### src/hw/rtl/sbdm_pkg.sv
// ----------------------------------------------------------------------------
// sbdm_pkg
// Shared types, constants and tables for the single-bin DFT magnitude meter.
// ----------------------------------------------------------------------------
package sbdm_pkg;

    // block sizing and widths
    localparam int MAX_BLOCK    = 4096;
    localparam int SAMPLE_BITS  = 16;
    localparam int LEN_BITS     = 13;
    localparam int ACC_BITS     = 48;
    localparam int PHASE_BITS   = 32;
    localparam int MAG_BITS     = 28;
    localparam int CFG_IDX_BITS = 8;
    localparam int CFG_DATA_BITS = 32;

    // cordic rotator: 34-bit signed x, y and z give headroom at scale 2^30
    localparam int CORDIC_STEPS = 20;
    localparam int CORD_BITS    = 34;
    localparam int TW_BITS      = 16;
    localparam logic signed [CORD_BITS-1:0] CORDIC_GAIN_INV = 34'sd652032874;

    // integer square root over a 58-bit radicand, two bits per step
    localparam int RAD_BITS    = 58;
    localparam int ROOT_STEPS  = RAD_BITS / 2;
    localparam int ROOT_BITS   = ROOT_STEPS;
    localparam int REM_BITS    = 32;
    localparam int STEP_BITS   = 5;

    localparam logic [MAG_BITS-1:0] MAG_MAX = {MAG_BITS{1'b1}};

    // register map
    localparam logic [CFG_IDX_BITS-1:0] REG_BIN_PHASE_STEP = 8'd0;
    localparam logic [CFG_IDX_BITS-1:0] REG_BLOCK_LENGTH   = 8'd1;
    localparam logic [LEN_BITS-1:0]     BLOCK_LENGTH_RST   = 13'd1024;

    // controller states
    typedef enum logic [3:0] {
        ST_IDLE,
        ST_ROT,
        ST_TWID,
        ST_MAC,
        ST_ADV,
        ST_SQ_A,
        ST_SQ_B,
        ST_RINIT,
        ST_ROOT,
        ST_RES
    } sbdm_state_t;

    // multiply-accumulate operand selection
    typedef enum logic [1:0] {
        MAC_RE_IC,  // re += i*c
        MAC_RE_QS,  // re += q*s
        MAC_IM_QC,  // im += q*c
        MAC_IM_IS   // im -= i*s
    } mac_sel_t;

    // controller to datapath commands
    typedef struct packed {
        logic                 capture;   // take sample, start rotator
        logic                 rot_step;
        logic                 tw_load;
        logic                 mac_en;
        mac_sel_t             mac_sel;
        logic                 advance;   // advance phase/count or close the block
        logic                 sq_en;
        logic                 sq_sel;
        logic                 root_init;
        logic                 root_step;
        logic                 res_load;
        logic [STEP_BITS-1:0] step;
    } sbdm_cmd_t;

    // datapath to controller status
    typedef struct packed {
        logic block_end;
        logic out_free;
    } sbdm_status_t;

    // arctangent of 2^-i in units of 2^-32 turn
    function automatic logic [PHASE_BITS-1:0] atan_turn(input logic [STEP_BITS-1:0] idx);
        logic [PHASE_BITS-1:0] v;
        begin
            case (idx)
                5'd0:    v = 32'd536870912;
                5'd1:    v = 32'd316933405;
                5'd2:    v = 32'd167458907;
                5'd3:    v = 32'd85004756;
                5'd4:    v = 32'd42667331;
                5'd5:    v = 32'd21354465;
                5'd6:    v = 32'd10679838;
                5'd7:    v = 32'd5340245;
                5'd8:    v = 32'd2670163;
                5'd9:    v = 32'd1335087;
                5'd10:   v = 32'd667544;
                5'd11:   v = 32'd333772;
                5'd12:   v = 32'd166886;
                5'd13:   v = 32'd83443;
                5'd14:   v = 32'd41722;
                5'd15:   v = 32'd20861;
                5'd16:   v = 32'd10430;
                5'd17:   v = 32'd5215;
                5'd18:   v = 32'd2608;
                5'd19:   v = 32'd1304;
                default: v = 32'd0;
            endcase
            return v;
        end
    endfunction

endpackage

### src/hw/rtl/single_bin_dft_magnitude_top.sv
// ----------------------------------------------------------------------------
// single_bin_dft_magnitude_top
// Single-bin DFT magnitude meter over blocks of complex samples.
// ----------------------------------------------------------------------------
// Usage:
//   s_* carries one I/Q sample per transaction; m_* carries one magnitude at
//   the end of every block. cfg_* writes bin_phase_step (index 0) and
//   block_length (index 1); other indexes are ignored. cfg_ready is always
//   high; write only while no sample is in flight.
// Sequence:
//   each accepted sample runs 20 cordic rotator steps for the twiddle, a
//   rounding step, the four products of the complex multiply on the shared
//   multiplier and a phase advance before the next sample can be taken. The
//   last sample of a block then adds the squaring of both parts, one load
//   and 29 square root iterations, then the result moves to the output
//   register once it is free.
// Reset:
//   accumulators, phase and count clear, bin_phase_step is 0 and
//   block_length is 1024; no result is pending.
// Stalls:
//   a waiting result sits in the output register while new samples are
//   accepted; only a second finished block waits for m_tready.
// ----------------------------------------------------------------------------
module single_bin_dft_magnitude_top (
    input  logic        clk,
    input  logic        rst_n,
    // slave stream: [15:0] sample_i, [31:16] sample_q
    input  logic        s_tvalid,
    output logic        s_tready,
    input  logic [31:0] s_tdata,
    // master stream: [27:0] magnitude, [31:28] zero
    output logic        m_tvalid,
    input  logic        m_tready,
    output logic [31:0] m_tdata,
    // configuration write channel
    input  logic        cfg_valid,
    output logic        cfg_ready,
    input  logic [7:0]  cfg_index,
    input  logic [31:0] cfg_data
);
    import sbdm_pkg::*;

    sbdm_cmd_t            cmd;
    sbdm_status_t         status;
    logic [MAG_BITS-1:0]  magnitude;

    // sequencer
    sbdm_ctrl u_ctrl (
        .clk      (clk),
        .rst_n    (rst_n),
        .s_tvalid (s_tvalid),
        .s_tready (s_tready),
        .status   (status),
        .cmd      (cmd)
    );

    // arithmetic and state
    sbdm_datapath u_datapath (
        .clk         (clk),
        .rst_n       (rst_n),
        .s_tdata     (s_tdata),
        .cfg_valid   (cfg_valid),
        .cfg_index   (cfg_index),
        .cfg_data    (cfg_data),
        .cmd         (cmd),
        .status      (status),
        .m_tvalid    (m_tvalid),
        .m_tready    (m_tready),
        .m_magnitude (magnitude)
    );

    // output packing and configuration handshake
    assign m_tdata   = {{(32-MAG_BITS){1'b0}}, magnitude};
    assign cfg_ready = 1'b1;

endmodule

### src/hw/rtl/sbdm_ctrl.sv
// ----------------------------------------------------------------------------
// sbdm_ctrl
// Sequencer for the bin meter: rotator steps, multiply-accumulate, block
// close, squaring and the square root iterations.
// ----------------------------------------------------------------------------
module sbdm_ctrl (
    input  logic                  clk,
    input  logic                  rst_n,
    input  logic                  s_tvalid,
    output logic                  s_tready,
    input  sbdm_pkg::sbdm_status_t status,
    output sbdm_pkg::sbdm_cmd_t    cmd
);
    import sbdm_pkg::*;

    sbdm_state_t           state_reg, state_next;
    logic [STEP_BITS-1:0]  step_reg, step_next;

    // state and step counter
    always_ff @(posedge clk or negedge rst_n)
    begin
        if (!rst_n)
        begin
            state_reg <= ST_IDLE;
            step_reg  <= '0;
        end
        else
        begin
            state_reg <= state_next;
            step_reg  <= step_next;
        end
    end

    // next state and commands
    always_comb
    begin
        state_next   = state_reg;
        step_next    = step_reg;
        cmd          = '0;
        cmd.step     = step_reg;
        cmd.mac_sel  = mac_sel_t'(step_reg[1:0]);
        s_tready     = 1'b0;
        case (state_reg)
            ST_IDLE:
            begin
                s_tready = 1'b1;
                if (s_tvalid)
                begin
                    cmd.capture = 1'b1;
                    step_next   = '0;
                    state_next  = ST_ROT;
                end
            end
            ST_ROT:
            begin
                cmd.rot_step = 1'b1;
                if (step_reg == STEP_BITS'(CORDIC_STEPS - 1))
                begin
                    step_next  = '0;
                    state_next = ST_TWID;
                end
                else
                begin
                    step_next = step_reg + 1'b1;
                end
            end
            ST_TWID:
            begin
                cmd.tw_load = 1'b1;
                step_next   = '0;
                state_next  = ST_MAC;
            end
            ST_MAC:
            begin
                cmd.mac_en = 1'b1;
                if (step_reg == STEP_BITS'(3))
                begin
                    step_next  = '0;
                    state_next = ST_ADV;
                end
                else
                begin
                    step_next = step_reg + 1'b1;
                end
            end
            ST_ADV:
            begin
                cmd.advance = 1'b1;
                state_next  = status.block_end ? ST_SQ_A : ST_IDLE;
            end
            ST_SQ_A:
            begin
                cmd.sq_en  = 1'b1;
                cmd.sq_sel = 1'b0;
                state_next = ST_SQ_B;
            end
            ST_SQ_B:
            begin
                cmd.sq_en  = 1'b1;
                cmd.sq_sel = 1'b1;
                state_next = ST_RINIT;
            end
            ST_RINIT:
            begin
                cmd.root_init = 1'b1;
                step_next     = '0;
                state_next    = ST_ROOT;
            end
            ST_ROOT:
            begin
                cmd.root_step = 1'b1;
                if (step_reg == STEP_BITS'(ROOT_STEPS - 1))
                begin
                    step_next  = '0;
                    state_next = ST_RES;
                end
                else
                begin
                    step_next = step_reg + 1'b1;
                end
            end
            ST_RES:
            begin
                if (status.out_free)
                begin
                    cmd.res_load = 1'b1;
                    state_next   = ST_IDLE;
                end
            end
            default:
            begin
                state_next = ST_IDLE;
            end
        endcase
    end

    // only one datapath phase is commanded at a time
    assert property (@(posedge clk) disable iff (!rst_n)
        $onehot0({cmd.capture, cmd.rot_step, cmd.tw_load, cmd.mac_en, cmd.advance,
                  cmd.sq_en, cmd.root_init, cmd.root_step, cmd.res_load}))
        else $error("sbdm_ctrl: overlapping datapath commands");

    // rotator runs exactly its step count before the twiddle is rounded
    assert property (@(posedge clk) disable iff (!rst_n)
        cmd.tw_load |-> $past(cmd.rot_step) && $past(step_reg) == STEP_BITS'(CORDIC_STEPS - 1))
        else $error("sbdm_ctrl: twiddle loaded before rotator finished");

    // a result is only loaded after the last root iteration
    assert property (@(posedge clk) disable iff (!rst_n)
        (cmd.root_step && step_reg == STEP_BITS'(ROOT_STEPS - 1)) |=> state_reg == ST_RES)
        else $error("sbdm_ctrl: root sequence did not end in result state");

endmodule

### src/hw/rtl/sbdm_datapath.sv
// ----------------------------------------------------------------------------
// sbdm_datapath
// Configuration registers, phase/count state, cordic twiddle generator,
// shared complex multiply-accumulate, squarer, square root and result register.
// ----------------------------------------------------------------------------
module sbdm_datapath (
    input  logic                                      clk,
    input  logic                                      rst_n,
    input  logic [2*sbdm_pkg::SAMPLE_BITS-1:0]        s_tdata,
    input  logic                                      cfg_valid,
    input  logic [sbdm_pkg::CFG_IDX_BITS-1:0]         cfg_index,
    input  logic [sbdm_pkg::CFG_DATA_BITS-1:0]        cfg_data,
    input  sbdm_pkg::sbdm_cmd_t                       cmd,
    output sbdm_pkg::sbdm_status_t                    status,
    output logic                                      m_tvalid,
    input  logic                                      m_tready,
    output logic [sbdm_pkg::MAG_BITS-1:0]             m_magnitude
);
    import sbdm_pkg::*;

    // configuration registers
    logic [PHASE_BITS-1:0] step_cfg_reg;
    logic [LEN_BITS-1:0]   len_cfg_reg;

    // block state
    logic signed [ACC_BITS-1:0] acc_re_reg, acc_re_next;
    logic signed [ACC_BITS-1:0] acc_im_reg, acc_im_next;
    logic [PHASE_BITS-1:0]      phase_reg;
    logic [LEN_BITS-1:0]        count_reg;
    logic                       m_tvalid_reg;

    // payload registers
    logic signed [SAMPLE_BITS-1:0] xi_reg, xq_reg;
    logic                          flip_reg;
    logic signed [CORD_BITS-1:0]   cx_reg, cy_reg, cz_reg;
    logic signed [TW_BITS-1:0]     tw_c_reg, tw_s_reg;
    logic [MAG_BITS-1:0]           a_reg, b_reg;
    logic                          sat_reg;
    logic [RAD_BITS-1:0]           sum_reg;
    logic [RAD_BITS-1:0]           rad_reg;
    logic [REM_BITS-1:0]           rem_reg;
    logic [ROOT_BITS-1:0]          root_reg;
    logic [MAG_BITS-1:0]           mag_reg;

    logic [1:0]                    quad;
    logic                          flip;
    logic [PHASE_BITS-1:0]         fold_phase;
    logic signed [CORD_BITS-1:0]   dx, dy, atan_ext;
    logic signed [CORD_BITS-1:0]   rx_next, ry_next, rz_next;
    logic signed [TW_BITS-1:0]     c_q15, s_q15;
    logic signed [SAMPLE_BITS-1:0] mul_a;
    logic signed [TW_BITS-1:0]     mul_b;
    logic signed [SAMPLE_BITS+TW_BITS-1:0] prod;
    logic signed [ACC_BITS-1:0]    prod_ext;
    logic [LEN_BITS-1:0]           len_eff;
    logic [LEN_BITS-1:0]           count_inc;
    logic                          block_end;
    logic [ACC_BITS-1:0]           abs_re, abs_im;
    logic [ACC_BITS-16:0]          a_full, b_full;
    logic [MAG_BITS-1:0]           sq_op;
    logic [2*MAG_BITS-1:0]         sq_prod;
    logic [REM_BITS-1:0]           rem_sh, trial;
    logic [ROOT_BITS-1:0]          root_next;
    logic [REM_BITS-1:0]           rem_next;

    // round a scale-2^30 cordic value to saturated q1.15
    function automatic logic signed [TW_BITS-1:0] to_q15(input logic signed [CORD_BITS-1:0] v);
        logic signed [CORD_BITS-1:0]  biased;
        logic signed [CORD_BITS-16:0] r;
        logic signed [TW_BITS-1:0]    q;
        begin
            biased = v + CORD_BITS'(16384);
            r      = (CORD_BITS-15)'(biased >>> 15);
            if (r > (CORD_BITS-15)'(32767))
                q = 16'sd32767;
            else if (r < -(CORD_BITS-15)'(32767))
                q = -16'sd32767;
            else
                q = r[TW_BITS-1:0];
            return q;
        end
    endfunction

    // configuration writes, unknown indexes dropped
    always_ff @(posedge clk or negedge rst_n)
    begin
        if (!rst_n)
        begin
            step_cfg_reg <= '0;
            len_cfg_reg  <= BLOCK_LENGTH_RST;
        end
        else if (cfg_valid)
        begin
            case (cfg_index)
                REG_BIN_PHASE_STEP: step_cfg_reg <= cfg_data[PHASE_BITS-1:0];
                REG_BLOCK_LENGTH:   len_cfg_reg  <= cfg_data[LEN_BITS-1:0];
                default:            ;
            endcase
        end
    end

    // phase fold into the right half-plane
    assign quad       = phase_reg[PHASE_BITS-1 -: 2];
    assign flip       = (quad == 2'd1) || (quad == 2'd2);
    assign fold_phase = flip ? (phase_reg - 32'h8000_0000) : phase_reg;

    // one cordic micro-rotation
    always_comb
    begin
        dx       = cy_reg >>> cmd.step;
        dy       = cx_reg >>> cmd.step;
        atan_ext = CORD_BITS'(atan_turn(cmd.step));
        if (!cz_reg[CORD_BITS-1])
        begin
            rx_next = cx_reg - dx;
            ry_next = cy_reg + dy;
            rz_next = cz_reg - atan_ext;
        end
        else
        begin
            rx_next = cx_reg + dx;
            ry_next = cy_reg - dy;
            rz_next = cz_reg + atan_ext;
        end
    end

    assign c_q15 = to_q15(cx_reg);
    assign s_q15 = to_q15(cy_reg);

    // shared 16x16 multiplier for the complex product
    always_comb
    begin
        case (cmd.mac_sel)
            MAC_RE_IC: begin mul_a = xi_reg; mul_b = tw_c_reg; end
            MAC_RE_QS: begin mul_a = xq_reg; mul_b = tw_s_reg; end
            MAC_IM_QC: begin mul_a = xq_reg; mul_b = tw_c_reg; end
            MAC_IM_IS: begin mul_a = xi_reg; mul_b = tw_s_reg; end
            default:   begin mul_a = xi_reg; mul_b = tw_c_reg; end
        endcase
    end

    assign prod     = mul_a * mul_b;
    assign prod_ext = ACC_BITS'(prod);

    // block length clamp and end test
    always_comb
    begin
        if (len_cfg_reg == '0)
            len_eff = LEN_BITS'(1);
        else if (len_cfg_reg > LEN_BITS'(MAX_BLOCK))
            len_eff = LEN_BITS'(MAX_BLOCK);
        else
            len_eff = len_cfg_reg;
    end

    assign count_inc = count_reg + 1'b1;
    assign block_end = (count_inc >= len_eff);

    // accumulate with 48-bit wrap
    always_comb
    begin
        acc_re_next = acc_re_reg;
        acc_im_next = acc_im_reg;
        case (cmd.mac_sel)
            MAC_RE_IC: acc_re_next = acc_re_reg + prod_ext;
            MAC_RE_QS: acc_re_next = acc_re_reg + prod_ext;
            MAC_IM_QC: acc_im_next = acc_im_reg + prod_ext;
            MAC_IM_IS: acc_im_next = acc_im_reg - prod_ext;
            default:   ;
        endcase
    end

    // truncated magnitudes of the accumulators
    assign abs_re = acc_re_reg[ACC_BITS-1] ? (ACC_BITS'(0) - acc_re_reg) : acc_re_reg;
    assign abs_im = acc_im_reg[ACC_BITS-1] ? (ACC_BITS'(0) - acc_im_reg) : acc_im_reg;
    assign a_full = abs_re[ACC_BITS-1:15];
    assign b_full = abs_im[ACC_BITS-1:15];

    // squarer
    assign sq_op   = cmd.sq_sel ? b_reg : a_reg;
    assign sq_prod = sq_op * sq_op;

    // one square root digit
    always_comb
    begin
        rem_sh = {rem_reg[REM_BITS-3:0], rad_reg[RAD_BITS-1 -: 2]};
        trial  = REM_BITS'({root_reg, 2'b01});
        if (rem_sh >= trial)
        begin
            rem_next  = rem_sh - trial;
            root_next = {root_reg[ROOT_BITS-2:0], 1'b1};
        end
        else
        begin
            rem_next  = rem_sh;
            root_next = {root_reg[ROOT_BITS-2:0], 1'b0};
        end
    end

    // block state: accumulators, phase and sample count
    always_ff @(posedge clk or negedge rst_n)
    begin
        if (!rst_n)
        begin
            acc_re_reg <= '0;
            acc_im_reg <= '0;
            phase_reg  <= '0;
            count_reg  <= '0;
        end
        else if (cmd.mac_en)
        begin
            acc_re_reg <= acc_re_next;
            acc_im_reg <= acc_im_next;
        end
        else if (cmd.advance)
        begin
            if (block_end)
            begin
                acc_re_reg <= '0;
                acc_im_reg <= '0;
                phase_reg  <= '0;
                count_reg  <= '0;
            end
            else
            begin
                phase_reg <= phase_reg + step_cfg_reg;
                count_reg <= count_inc;
            end
        end
    end

    // working registers of the sample and block pipeline
    always_ff @(posedge clk)
    begin
        if (cmd.capture)
        begin
            xi_reg   <= s_tdata[SAMPLE_BITS-1:0];
            xq_reg   <= s_tdata[2*SAMPLE_BITS-1:SAMPLE_BITS];
            flip_reg <= flip;
            cx_reg   <= CORDIC_GAIN_INV;
            cy_reg   <= '0;
            cz_reg   <= CORD_BITS'($signed(fold_phase));
        end
        if (cmd.rot_step)
        begin
            cx_reg <= rx_next;
            cy_reg <= ry_next;
            cz_reg <= rz_next;
        end
        if (cmd.tw_load)
        begin
            tw_c_reg <= flip_reg ? -c_q15 : c_q15;
            tw_s_reg <= flip_reg ? -s_q15 : s_q15;
        end
        if (cmd.advance && block_end)
        begin
            a_reg   <= a_full[MAG_BITS-1:0];
            b_reg   <= b_full[MAG_BITS-1:0];
            sat_reg <= (a_full > (ACC_BITS-15)'(MAG_MAX)) || (b_full > (ACC_BITS-15)'(MAG_MAX));
        end
        if (cmd.sq_en)
        begin
            sum_reg <= (cmd.sq_sel ? sum_reg : '0) + RAD_BITS'(sq_prod);
        end
        if (cmd.root_init)
        begin
            rad_reg  <= sum_reg;
            rem_reg  <= '0;
            root_reg <= '0;
        end
        if (cmd.root_step)
        begin
            rad_reg  <= {rad_reg[RAD_BITS-3:0], 2'b00};
            rem_reg  <= rem_next;
            root_reg <= root_next;
        end
        if (cmd.res_load)
        begin
            if (sat_reg || root_reg > ROOT_BITS'(MAG_MAX))
                mag_reg <= MAG_MAX;
            else
                mag_reg <= root_reg[MAG_BITS-1:0];
        end
    end

    // output register flag
    always_ff @(posedge clk or negedge rst_n)
    begin
        if (!rst_n)
            m_tvalid_reg <= 1'b0;
        else if (cmd.res_load)
            m_tvalid_reg <= 1'b1;
        else if (m_tready)
            m_tvalid_reg <= 1'b0;
    end

    assign m_tvalid         = m_tvalid_reg;
    assign m_magnitude      = mag_reg;
    assign status.block_end = block_end;
    assign status.out_free  = !m_tvalid_reg || m_tready;

    // result register is never overwritten while a result is still pending
    assert property (@(posedge clk) disable iff (!rst_n)
        cmd.res_load |-> (!m_tvalid_reg || m_tready))
        else $error("sbdm_datapath: result overwrites a pending transaction");

    // closing a block clears the running state
    assert property (@(posedge clk) disable iff (!rst_n)
        (cmd.advance && block_end) |=> (acc_re_reg == '0 && acc_im_reg == '0 &&
                                         phase_reg == '0 && count_reg == '0))
        else $error("sbdm_datapath: block state not cleared at block end");

    // the stored count stays below the largest block
    assert property (@(posedge clk) disable iff (!rst_n)
        count_reg < LEN_BITS'(MAX_BLOCK))
        else $error("sbdm_datapath: sample count out of range");

    // an overflowed block always reports the saturated magnitude
    assert property (@(posedge clk) disable iff (!rst_n)
        (cmd.res_load && sat_reg) |=> mag_reg == MAG_MAX)
        else $error("sbdm_datapath: saturation lost");

endmodule
### config.mk
export PLATFORM = sky130hd
export DESIGN_NAME = single_bin_dft_magnitude_top
export DESIGN_NICKNAME = d
export VERILOG_FILES = /design/src/hw/rtl/sbdm_pkg.sv /design/src/hw/rtl/single_bin_dft_magnitude_top.sv /design/src/hw/rtl/sbdm_ctrl.sv /design/src/hw/rtl/sbdm_datapath.sv
export SDC_FILE = /design/constraint.sdc
export NUM_CORES = 2
export LEC_CHECK = 0
export BUFFER_PORTS_ARGS = -buffer_cell sky130_fd_sc_hd__buf_2
export CORE_ASPECT_RATIO = 0.5
export CORE_UTILIZATION = 36
export CTS_CLUSTER_DIAMETER = 40
export CTS_CLUSTER_SIZE = 28
export DETAILED_ROUTE_END_ITERATION = 10
export GPL_ROUTABILITY_DRIVEN = 1
export GPL_TIMING_DRIVEN = 0
export PLACE_DENSITY_LB_ADDON = 0.15
export SLEW_MARGIN = 15
export SYNTH_ARGS = -nofsm -noshare
export SYNTH_HDL_FRONTEND = slang
export SYNTH_SLANG_ARGS = --single-unit
### constraint.sdc
create_clock -name clk -period 13.2 [get_ports clk]
set_clock_uncertainty 0.2 [all_clocks]
set_input_delay 1.32 -clock clk [delete_from_list [all_inputs] [get_ports clk]]
set_output_delay 1.32 -clock clk [all_outputs]
set_load 0.1 [all_outputs]
==> flow_summary.yaml <==
status:
  run_status: "finished, final reports clean"
grt:
  grt_pass1_vias: 63200
  grt_antenna_before_repair: 5
  gr-usage-all-layers_pct: 22.6
  grt_pass1_wl_um: 388000
  grt-ovfl-total: 0
  grt_max_degree: 93
floorplan:
  core_area_sq_um: 218000
  io_pins: 112
  rows: 121
  die-area_sq_um: 222000
  dieWidth_um: 665
  die_y_um: 334
  floorplan.initialDensity_pct: 36.3
critical_path:
  worstSetupStartpointType: "flip-flop"
  crit_type: "reg -> reg"
  critical_path_peak_fanout: 10
  slowest_delay_ns: 0.84
  worstPathArrival_ns: 13.06
  crit_top_cell: "fa_1"
  worst_setup_path_end_kind: "flip-flop"
  worstPathRequired_ns: 13.53
  cp_slowest_cell: "mux2i_2"
detailed_routing:
  antenna_left: 0
  dr.pass1.iters: 6
  drt_iter0_drc: 4759
  drt_wl_total_um: 251000
  avgRoutedWirePerCell_um: 21.2
  drc: 0
  viasPerCell: 5.30
  num_vias: 62500
sta:
  finalCritPeriodShare_pct: 96.5
  fmax_mhz: 78.5
  hold_ws_ns: 0.300
  setup_viol: 0
  relSlewSlack_pct: 13.8
  fin_crit_ns: 12.73
  setup_tns_ns: 0
  slew_violations: 0
  hold_viol_final: 0
  worst_slew_pin_slew_ns: 1.29
synthesis:
  yosysWarnings: 0
  synth_ff_type: "edfxtp_1"
  synth_seq_area_share_pct: 22.4
  synth_area_sq_um: 79200
  netlist_instances: 8521
  synth_edf_count: 425
  synth.avg_cell_area_sq_um: 9.29
  async_flop_share_pct: 31.5
  synth.distinct_cells: 101
  ys_ff_latch: 623
clock_network:
  tritoncts: "built"
  cts_root_buffer: "clkbuf_16"
  clockBufferDepth: 3
  cts_hold_buf: 0
  cts_buffers: 93
  path_clk_slew_ns: 0.06
  clk_latency_ns: 0.71
  htree_levels: 3
  clock_sinks: 623
cells_and_area:
  multiInputGateArea_sq_um: 55900
  final_common_cell: "inv_1"
  nets: 10400
  utilization_pct: 40.4
  nFillCells: 22000
  regArea_sq_um: 17700
  final_cell_mix: "1293 x inv_1, 920 x fa_1, 836 x nand2_1"
  area_growth_pct: 11.3
  drive_above_1_share_pct: 8.15
placed_design:
  gp_congestion: 1.01
  portBuffers: 106
  place_hpwl_um: 203000
worst_hold_path:
  hold_path.class: "in -> async"
flow_run:
  drv_cap: 0
## area by class of cell
cell class | count | share of cell area [%]
multi-input cells | 6264 | 63.4
flip-flops and latches | 623 | 20.1
inverters | 1304 | 5.56
well taps | 2952 | 4.19
clock buffers | 99 | 2.68
plain buffers | 327 | 1.56
repair buffers | 158 | 1.37
clock inverters | 76 | 1.12
diodes | 2 | 0.00568
## cells in the mapped netlist (72+ instances only)
library cell / instances / area [sq um]
a21oi_1: 452 / 2260
nor3_1: 92 / 460
o21ai_0: 353 / 1770
dfrtp_1: 195 / 4880
ha_1: 583 / 7290
nand2_1: 837 / 3140
and2_1: 76 / 475
mux2i_1: 92 / 921
xor2_1: 204 / 1790
a31oi_1: 72 / 450
edfxtp_1: 425 / 12800
o31ai_1: 108 / 811
nor2_1: 787 / 2950
mux2_2: 119 / 1340
xnor2_1: 334 / 2930
nand3_1: 110 / 551
fa_1: 921 / 18400
a21o_1: 169 / 1270
clkbuf_1: 263 / 987
mux4_2: 90 / 2030
inv_1: 1294 / 4860
## worst paths after layout
| check | slack [ns] | cells after the start | start | end |
|---|---|---|---|---|
| min reg2reg | 0.32 | 2 | u_datapath.count_reg[12] | u_datapath.count_reg[12] |
| min | 0.30 | 1 | rst_n | u_datapath.acc_im_reg[45] |
| max in group asynchronous | 11.66 | 2 | rst_n | u_datapath.phase_reg[28] |
| max | 0.47 | 30 | u_ctrl.state_reg[2] | u_datapath.sum_reg[55] |
| max reg2reg | 0.47 | 30 | u_ctrl.state_reg[2] | u_datapath.sum_reg[55] |
| min in group clk | 0.32 | 2 | u_datapath.count_reg[12] | u_datapath.count_reg[12] |
## what timing repair did
action / 4_1_cts / 5_1_grt
pin swaps: 5 / 5
buffers inserted: 8 / 23
resized for setup: 65 / 55
endpoints found under the setup margin: 54 / 23
endpoints found under the hold margin: 0 / 0
## critical path: cells and delay by family, from the launching register on
kind / cells / cell delay [ns]
adders and majority gates: 9 / 4.48
AOI/OAI and AO/OA: 8 / 2.78
buffers and inverters: 6 / 2.30
DFF: 1 / 0.36
muxes: 2 / 1.22
and+or+nand+nor: 5 / 1.18
## metal layers
metal  track usage [%]  part of all wire (%)
met5                 0                     0
met1              32.1                    46
met2              36.1                    45
met4              5.41                   2.6
met3              3.67                   6.3
## cell families after synthesis
logic type / count (synthesis) / synth area share [%]
simple gates: 2327 / 13.2
buf+inv: 1637 / 7.84
compound gates: 1589 / 12.8
fa+ha+maj: 1504 / 32.5
flops: 623 / 22.4
xor+xnor: 538 / 5.95
mux: 301 / 5.42
other cells: 2 / 0.00948
## metrics by stage
step	cells	cell area, sq um	setup WS [ns]
floorplan	8524	79200	0.827
global placement	11600	83400	-3.47
detailed placement	11600	83900	-2.96
CTS	11800	87700	0.0219
global route	11800	88100	-0.00685
finish	11800	88100	0.466
Power is not shown: default switching activity piles up to over one toggle a cycle in this logic, so the estimate is an artifact.
